File: src/sv/b64lw_pkg.sv
// b64lw_pkg: shared constants and the base64 alphabet for the line-wrapping encoder.
// Used by base64_encoder_line_wrap; depends on nothing else.
`default_nettype none

package b64lw_pkg;

  // Width of the output column counter (saturating)
  localparam int COLUMN_BITS = 16;
  // Width of the line width register
  localparam int LINE_W_BITS = 16;
  // Width wide enough to compare column and line width
  localparam int CMP_BITS = (COLUMN_BITS > LINE_W_BITS) ? COLUMN_BITS : LINE_W_BITS;

  localparam logic [COLUMN_BITS-1:0] COL_MAX = {COLUMN_BITS{1'b1}};

  localparam logic [7:0] CHAR_PAD     = 8'h3D;
  localparam logic [7:0] CHAR_NEWLINE = 8'h0A;
  localparam logic [7:0] CHAR_UPPER_A = 8'h41;
  localparam logic [7:0] CHAR_LOWER_A = 8'h61;
  localparam logic [7:0] CHAR_ZERO    = 8'h30;
  localparam logic [7:0] CHAR_PLUS    = 8'h2B;
  localparam logic [7:0] CHAR_SLASH   = 8'h2F;

  // Byte count in the open group
  typedef logic [1:0] phase_t;
  localparam phase_t PHASE_EMPTY = 2'd0;
  localparam phase_t PHASE_ONE   = 2'd1;
  localparam phase_t PHASE_TWO   = 2'd2;

  // Map one sextet to its standard base64 character
  function automatic logic [7:0] b64_char(input logic [5:0] sextet);
    logic [7:0] v;
    v = {2'b00, sextet};
    if (sextet < 6'd26) begin
      return CHAR_UPPER_A + v;
    end else if (sextet < 6'd52) begin
      return CHAR_LOWER_A + v - 8'd26;
    end else if (sextet < 6'd62) begin
      return CHAR_ZERO + v - 8'd52;
    end else if (sextet == 6'd62) begin
      return CHAR_PLUS;
    end else begin
      return CHAR_SLASH;
    end
  endfunction

endpackage

`default_nettype wire

File: src/sv/base64_encoder_line_wrap.sv
// base64_encoder_line_wrap: streaming base64 encoder with optional newline insertion.
// Depends on b64lw_pkg for the alphabet, character codes and counter widths.
//
// Usage:
//   Input stream: one raw byte per request on in_tdata, in_tlast marks the final
//   byte of a message. Output stream: one ASCII character per request on out_tdata,
//   out_tuser flags the last character caused by an input byte, out_tlast flags the
//   final character of the encoded message.
//   cfg_wr_en/cfg_wr_data set the line width (0 = no wrapping); write only while idle.
// Path: a group-closing byte loads the group buffer, and each of its characters then
//   passes through the output register to out_tdata; bytes inside a group give no output.
// Flow: the output register sends one character per cycle while out_tready is high, so
//   a group of three bytes occupies the buffer for its 4 characters plus any newlines.
//   The first byte of the next group is taken in the cycle the buffer's last result
//   leaves it; until then in_tready stays low, so no new byte is taken while a
//   completed group is still being sent.
// Reset: rst_n low clears the open group, column counter, line width and all valid
//   flags; no clearing pass is needed.
// Stall: when out_tready is low the output register holds its character, the group
//   buffer holds, and in_tready stays low while a completed group is waiting.
`default_nettype none

module base64_encoder_line_wrap
  import b64lw_pkg::*;
(
  input  wire logic        clk,
  input  wire logic        rst_n,
  // configuration: line width
  input  wire logic        cfg_wr_en,
  input  wire logic [15:0] cfg_wr_data,
  // input stream
  input  wire logic        in_tvalid,
  output logic             in_tready,
  input  wire logic [7:0]  in_tdata,   // [7:0] data_byte
  input  wire logic        in_tlast,   // last_byte
  // output stream
  output logic             out_tvalid,
  input  wire logic        out_tready,
  output logic [7:0]       out_tdata,  // [7:0] out_char
  output logic             out_tuser,  // run_end
  output logic             out_tlast   // message_end
);

  // ---------------------------------------------------------------------------
  // Registers
  // ---------------------------------------------------------------------------
  logic [LINE_W_BITS-1:0] line_w_r;

  logic [15:0]            pend_r, pend_nxt;
  phase_t                 phase_r, phase_nxt;

  logic                   grp_valid_r, grp_valid_nxt;
  logic [3:0][7:0]        grp_chars_r, grp_chars_nxt;
  logic                   grp_final_r, grp_final_nxt;
  logic [1:0]             idx_r, idx_nxt;
  logic                   nl_pend_r, nl_pend_nxt;
  logic                   nl_end_r, nl_end_nxt;
  logic [COLUMN_BITS-1:0] col_r, col_nxt;

  logic                   out_valid_r, out_valid_nxt;
  logic [7:0]             out_char_r, out_char_nxt;
  logic                   out_run_end_r, out_run_end_nxt;
  logic                   out_msg_end_r, out_msg_end_nxt;

  // ---------------------------------------------------------------------------
  // Handshake
  // ---------------------------------------------------------------------------
  logic in_acc;
  logic out_adv;
  logic step;
  logic grp_done;
  logic grp_close;

  assign out_adv   = !out_valid_r || out_tready;
  assign step      = grp_valid_r && out_adv;
  // accept while the buffer is free, or frees this cycle
  assign in_tready = !grp_valid_r || (step && grp_done);
  assign in_acc    = in_tvalid && in_tready;
  assign grp_close = (phase_r == PHASE_TWO) || in_tlast;

  // ---------------------------------------------------------------------------
  // Group assembly: collect bytes, build four characters on a closing byte
  // ---------------------------------------------------------------------------
  logic [23:0] word;

  always_comb begin
    pend_nxt      = pend_r;
    phase_nxt     = phase_r;
    word          = {pend_r, in_tdata};
    grp_chars_nxt = grp_chars_r;
    grp_final_nxt = grp_final_r;

    unique case (phase_r)
      PHASE_TWO: word = {pend_r, in_tdata};
      PHASE_ONE: word = {pend_r[15:8], in_tdata, 8'h00};
      default:   word = {in_tdata, 16'h0000};
    endcase

    if (in_acc) begin
      if (grp_close) begin
        pend_nxt         = 16'h0000;
        phase_nxt        = PHASE_EMPTY;
        grp_final_nxt    = in_tlast;
        grp_chars_nxt[0] = b64_char(word[23:18]);
        grp_chars_nxt[1] = b64_char(word[17:12]);
        grp_chars_nxt[2] = b64_char(word[11:6]);
        grp_chars_nxt[3] = b64_char(word[5:0]);
        // pad a short final group
        if (phase_r == PHASE_ONE) begin
          grp_chars_nxt[3] = CHAR_PAD;
        end else if (phase_r == PHASE_EMPTY) begin
          grp_chars_nxt[2] = CHAR_PAD;
          grp_chars_nxt[3] = CHAR_PAD;
        end
      end else if (phase_r == PHASE_EMPTY) begin
        pend_nxt  = {in_tdata, 8'h00};
        phase_nxt = PHASE_ONE;
      end else begin
        pend_nxt  = {pend_r[15:8], in_tdata};
        phase_nxt = PHASE_TWO;
      end
    end
  end

  // ---------------------------------------------------------------------------
  // Emitter: one character or newline per step, column tracking
  // ---------------------------------------------------------------------------
  logic [COLUMN_BITS-1:0] col_inc;
  logic                   is_final;
  logic                   wrap;

  assign col_inc  = (col_r == COL_MAX) ? col_r : col_r + 1'b1;
  assign is_final = grp_final_r && (idx_r == 2'd3);
  assign wrap     = !is_final && (line_w_r != '0) &&
                    (CMP_BITS'(col_inc) >= CMP_BITS'(line_w_r));

  always_comb begin
    idx_nxt         = idx_r;
    nl_pend_nxt     = nl_pend_r;
    nl_end_nxt      = nl_end_r;
    col_nxt         = col_r;
    grp_done        = 1'b0;
    out_valid_nxt   = out_valid_r;
    out_char_nxt    = out_char_r;
    out_run_end_nxt = out_run_end_r;
    out_msg_end_nxt = out_msg_end_r;

    // drop the sent character
    if (out_adv) begin
      out_valid_nxt = 1'b0;
    end

    if (step) begin
      out_valid_nxt = 1'b1;
      if (nl_pend_r) begin
        out_char_nxt    = CHAR_NEWLINE;
        out_run_end_nxt = nl_end_r;
        out_msg_end_nxt = 1'b0;
        nl_pend_nxt     = 1'b0;
        grp_done        = nl_end_r;
      end else begin
        out_char_nxt    = grp_chars_r[idx_r];
        out_run_end_nxt = (idx_r == 2'd3) && !wrap;
        out_msg_end_nxt = is_final;
        idx_nxt         = idx_r + 2'd1;
        nl_pend_nxt     = wrap;
        nl_end_nxt      = (idx_r == 2'd3);
        grp_done        = (idx_r == 2'd3) && !wrap;
        col_nxt         = (is_final || wrap) ? '0 : col_inc;
      end
    end
  end

  // buffer occupancy: load on a closing byte, release after its last result
  always_comb begin
    grp_valid_nxt = grp_valid_r;
    if (step && grp_done) begin
      grp_valid_nxt = 1'b0;
    end
    if (in_acc && grp_close) begin
      grp_valid_nxt = 1'b1;
    end
  end

  // ---------------------------------------------------------------------------
  // Control registers
  // ---------------------------------------------------------------------------
  always_ff @(posedge clk) begin
    if (!rst_n) begin
      line_w_r    <= '0;
      phase_r     <= PHASE_EMPTY;
      pend_r      <= '0;
      grp_valid_r <= 1'b0;
      idx_r       <= '0;
      nl_pend_r   <= 1'b0;
      nl_end_r    <= 1'b0;
      col_r       <= '0;
      out_valid_r <= 1'b0;
    end else begin
      if (cfg_wr_en) begin
        line_w_r <= cfg_wr_data;
      end
      phase_r     <= phase_nxt;
      pend_r      <= pend_nxt;
      grp_valid_r <= grp_valid_nxt;
      idx_r       <= idx_nxt;
      nl_pend_r   <= nl_pend_nxt;
      nl_end_r    <= nl_end_nxt;
      col_r       <= col_nxt;
      out_valid_r <= out_valid_nxt;
    end
  end

  // Payload registers
  always_ff @(posedge clk) begin
    grp_chars_r   <= grp_chars_nxt;
    grp_final_r   <= grp_final_nxt;
    out_char_r    <= out_char_nxt;
    out_run_end_r <= out_run_end_nxt;
    out_msg_end_r <= out_msg_end_nxt;
  end

  assign out_tvalid = out_valid_r;
  assign out_tdata  = out_char_r;
  assign out_tuser  = out_run_end_r;
  assign out_tlast  = out_msg_end_r;

  // ---------------------------------------------------------------------------
  // Assertions
  // ---------------------------------------------------------------------------
  // message end always closes the run of its byte
  a_msg_end_run_end: assert property (@(posedge clk) disable iff (!rst_n)
    out_tvalid && out_tlast |-> out_tuser)
    else $error("message end without run end");

  // the final character is never a newline
  a_msg_end_not_nl: assert property (@(posedge clk) disable iff (!rst_n)
    out_tvalid && out_tlast |-> out_tdata != CHAR_NEWLINE)
    else $error("message ends on a newline");

  // a pending newline belongs to a live group
  a_nl_in_group: assert property (@(posedge clk) disable iff (!rst_n)
    nl_pend_r |-> grp_valid_r)
    else $error("newline pending with empty group buffer");

  // a newline is emitted only when wrapping is enabled
  a_nl_needs_width: assert property (@(posedge clk) disable iff (!rst_n)
    step && nl_pend_r |-> line_w_r != '0)
    else $error("newline with wrapping disabled");

  // the buffer is never overwritten while holding unsent characters
  a_no_overwrite: assert property (@(posedge clk) disable iff (!rst_n)
    in_acc && grp_close && grp_valid_r |-> step && grp_done)
    else $error("group buffer overwritten");

endmodule

`default_nettype wire

File: config.mk
export PLATFORM = sky130hd
export DESIGN_NAME = base64_encoder_line_wrap
export DESIGN_NICKNAME = d
export VERILOG_FILES = /design/src/sv/b64lw_pkg.sv /design/src/sv/base64_encoder_line_wrap.sv
export SDC_FILE = /design/constraint.sdc
export NUM_CORES = 1
export LEC_CHECK = 0
export BUFFER_PORTS_ARGS = -buffer_cell sky130_fd_sc_hd__buf_2
export CAP_MARGIN = 5
export CELL_PAD_IN_SITES_DETAIL_PLACEMENT = 1
export CELL_PAD_IN_SITES_GLOBAL_PLACEMENT = 2
export CORE_MARGIN = 3
export CORE_UTILIZATION = 35
export CTS_CLUSTER_DIAMETER = 30
export DETAILED_ROUTE_END_ITERATION = 8
export HOLD_SLACK_MARGIN = 0.12
export PLACE_DENSITY_LB_ADDON = 0.12
export SYNTH_ARGS = -nofsm -noshare
export SYNTH_HDL_FRONTEND = slang
export SYNTH_SLANG_ARGS = --single-unit
File: constraint.sdc
create_clock -name clk -period 4.55 [get_ports clk]
set_input_delay 0.91 -clock clk [delete_from_list [all_inputs] [get_ports clk]]
set_output_delay 0.91 -clock clk [all_outputs]
set_load 0.05 [all_outputs]
==> metrics <==
Syn Std Cell Area 6380 um^2; Critical Path Sink in_tready; initial antenna violation count 0; CP endpoint kind output port; Final Hold Viols 0; GR Util met1 27.3%; CTS tree yes; Synth area leader edfxtp_1; PnR Total Power 2.10 mW; Worst Hold Class flop to flop; Vias 5,293; Syn Inst Count 693; IO buf count 41; Most Used Layer, Global Route met2; EDFF count, synth 43; Worst Clk Skew 0.00915 ns; final setup violation count 0; fraction of registers with async set/reset 0%; hpwl dp 13,800 um; Die Span X 141 um; clk_lat worst skew 0.35 ns; initial core utilization 36.3%; DR WL/cell 19.1 um; met3 Use GR 2.58%; DIE HEIGHT 141 um; Max clock buf depth 2; Syn-to-layout area delta 12.9%; hold_buf cts 0; Max VDD drop 0.173 mV; post-synth net total 764; Tmin final 4.42 ns; drt first pass iters 4; Core Footprint 17,600 um^2; Worst slew margin 49.4%; hold depth 2; Tcrit/Tclk final 97.2%; H-tree depth 3; Final Max Tran Viols 0; RR Endpoint col_r[5]$_SDFFE_PN0P_; share of layout cells above drive strength 1 16.7%; Tot GR Track Use 18.7%; initial DRC count 412; prevailing post-synth register cell dfxtp_1; design area 7200 um^2; top fanout value on the critical path 6; Remaining DRCs 0; Detailed Route WL 18,200 um; Fill cells 2,064; IO Pins 42; CTS Root Cell clkbuf_16; clk sinks 99; sequential area share after synthesis 37.8%; fmax 226 MHz; P_leak 2.87 nW; max_cap viols 0; status finished, final reports clean; crit start category flop; Ys Warns 0; Placed Area 6800 um^2; Yosys top cell area share 20.2%; # diodes 0; Worst EP arrival 3.51 ns; Reg2Reg Setup Slack 0.69 ns; Site Rows 48; met2 GRT Util 29.4%; number of global-route vias before repair 5,409; die area 19,900 um^2; reg2reg path depth 13; placer congestion estimate 0.902; setup_tns 0 ns; Synth area leaders edfxtp_1, dfxtp_1, ha_1; CTS Buf Count 9; crit path kind flop to output port; mean post-synth cell area 9.21 um^2; critical path launch point col_r[5]$_SDFFE_PN0P_; Power Dens Cells 292 nW/um^2; Yosys cell types 71; clk slew on worst S/H paths 0.07 ns; global route overflow 0; RR Startpoint col_r[5]$_SDFFE_PN0P_; #FFs+latches synth 99; worst path required time 3.64 ns; fin nets 796; Via density 5.54; largest net degree at the start of global routing 52; worst slew pin tran 0.752 ns; first-pass GRT wire length 29,500 um; post-route ant nets 0
==> flip-flops by register name, summed over array words and instances (netlist names) <==
signal and cells:
grp_final_r 1, grp_valid_r 1, line_w_r 16, out_tlast 1, phase_r 2, out_tvalid 1
nl_pend_r 1, pend_r 16, out_tuser 1, grp_chars_r 32, out_tdata 8, nl_end_r 1
idx_r 2, col_r 16
==> worst min-delay path by stage <==
stage | startpoint | slack [ns] | endpoint
floorplan | pend_r[0]$_SDFFE_PN0P_ | 0.44 | pend_r[0]$_SDFFE_PN0P_
global placement | pend_r[5]$_SDFFE_PN0P_ | 0.44 | pend_r[5]$_SDFFE_PN0P_
detailed placement | pend_r[6]$_SDFFE_PN0P_ | 0.45 | pend_r[6]$_SDFFE_PN0P_
CTS | pend_r[6]$_SDFFE_PN0P_ | 0.46 | pend_r[6]$_SDFFE_PN0P_
global route | pend_r[7]$_SDFFE_PN0P_ | 0.50 | pend_r[7]$_SDFFE_PN0P_
finish | pend_r[6]$_SDFFE_PN0P_ | 0.46 | pend_r[6]$_SDFFE_PN0P_
==> logic make-up (layout without fill, tap and decap cells) <==
family	count (synthesis)	count (layout)	share of synthesized area [%]
flops	99	99	37.8
compound gates	169	169	18.7
fa+ha+maj	41	41	8.04
simple gates	236	236	18.9
xor+xnor	19	19	2.61
buf+inv	88	125	5.77
mux	41	41	8.14
==> cells in the mapped netlist (6+ instances only) <==
cell type and number:
nand2_1 76, dfxtp_1 56, inv_1 46, edfxtp_1 43, ha_1 41, nor2b_1 39, a21oi_1 30, nor2_1 28
mux2i_1 26, o21ai_0 26, clkbuf_1 25, nand3_1 20, a31oi_1 19, a22o_1 14, a22oi_1 13, and3_1 12
xnor2_1 12, nor3_1 11, buf_2 8, mux4_2 8, nand2b_1 8, and2_1 7, mux2_2 7, nor4_1 7
or2_2 7, xor2_1 7, o211ai_1 6, o21a_1 6
==> worst max-delay path: stages, from the launching register on <==
cell,delay [ns]
dfxtp_2,0.38
and4_4,0.25
and4_4,0.24
nand4_1,0.26
buf_6,0.24
and3_1,0.19
xor2_1,0.16
ha_1,0.30
nand4_1,0.09
o311a_2,0.46
o211ai_1,0.26
o21bai_1,0.12
buf_4,0.20
==> through the flow <==
step / util, % / setup slack, ns / hold WS, ns / cells
floorplan: - / 0.217 / 0.435 / 693
CTS: 40.3 / 0.0200 / 0.463 / 949
global route: 40.9 / -0.0454 / 0.496 / 955
detailed placement: 38.7 / 0.328 / 0.454 / 933
finish: 40.9 / 0.128 / 0.461 / 955
global placement: 38.7 / 0.436 / 0.443 / 933
==> what timing repair did <==
| item | in CTS | in global routing |
|---|---|---|
| pin swaps | 0 | 6 |
| gates resized for setup | 2 | 20 |
| buffers inserted | 0 | 5 |
| gates cloned | 0 | 1 |
| endpoints found under the setup margin | 1 | 1 |
==> report_power, final <==
group / switching [mW] / total, mW / internal (mW)
Clock: 0.317 / 0.753 / 0.437
Sequential: 0.0272 / 1.00 / 0.973
Combinational: 0.217 / 0.351 / 0.134
Total: 0.561 / 2.10 / 1.54
==> layout by cell type (no fill, tap or decap), types with 7 or more instances in the layout <==
cell type  netlist  routed
a22o_1          14      14
buf_4            3      19
inv_1           46      46
nor3_1          11      11
buf_2            8      41
a22oi_1         13      13
or2_2            7       7
mux4_2           8       8
edfxtp_1        43      43
mux2i_1         26      26
xor2_1           7       7
ha_1            41      41
nand3_1         20      20
mux2_2           7       7
nor2_1          28      27
and2_1           7       7
clkbuf_16        0       9
nand2b_1         8       8
xnor2_1         12      12
nor2b_1         39      39
nand2_1         76      76
dfxtp_1         56      51
o21ai_0         26      24
a21oi_1         30      28
nor4_1           7       7
and3_1          12      11
a31oi_1         19      18
==> area by class of cell <==
class	instances	area [um^2]	share of cell area (%)
multi-input cells	506	3650	50.7
flip-flops and latches	99	2420	33.6
repair buffers	63	390	5.42
well taps	225	282	3.91
clock buffers	13	248	3.44
inverters	46	173	2.40
clock inverters	3	38.8	0.539
==> metal layers <==
| layer | vias to the layer above | routed length, um |
|---|---|---|
| li1 | 2590 | - |
| met1 | 2617 | 8980 |
| met2 | 74 | 8420 |
| met3 | 12 | 650 |
| met4 | 0 | 155 |
| met5 | - | 0 |
(Power assumes the default switching activity.)
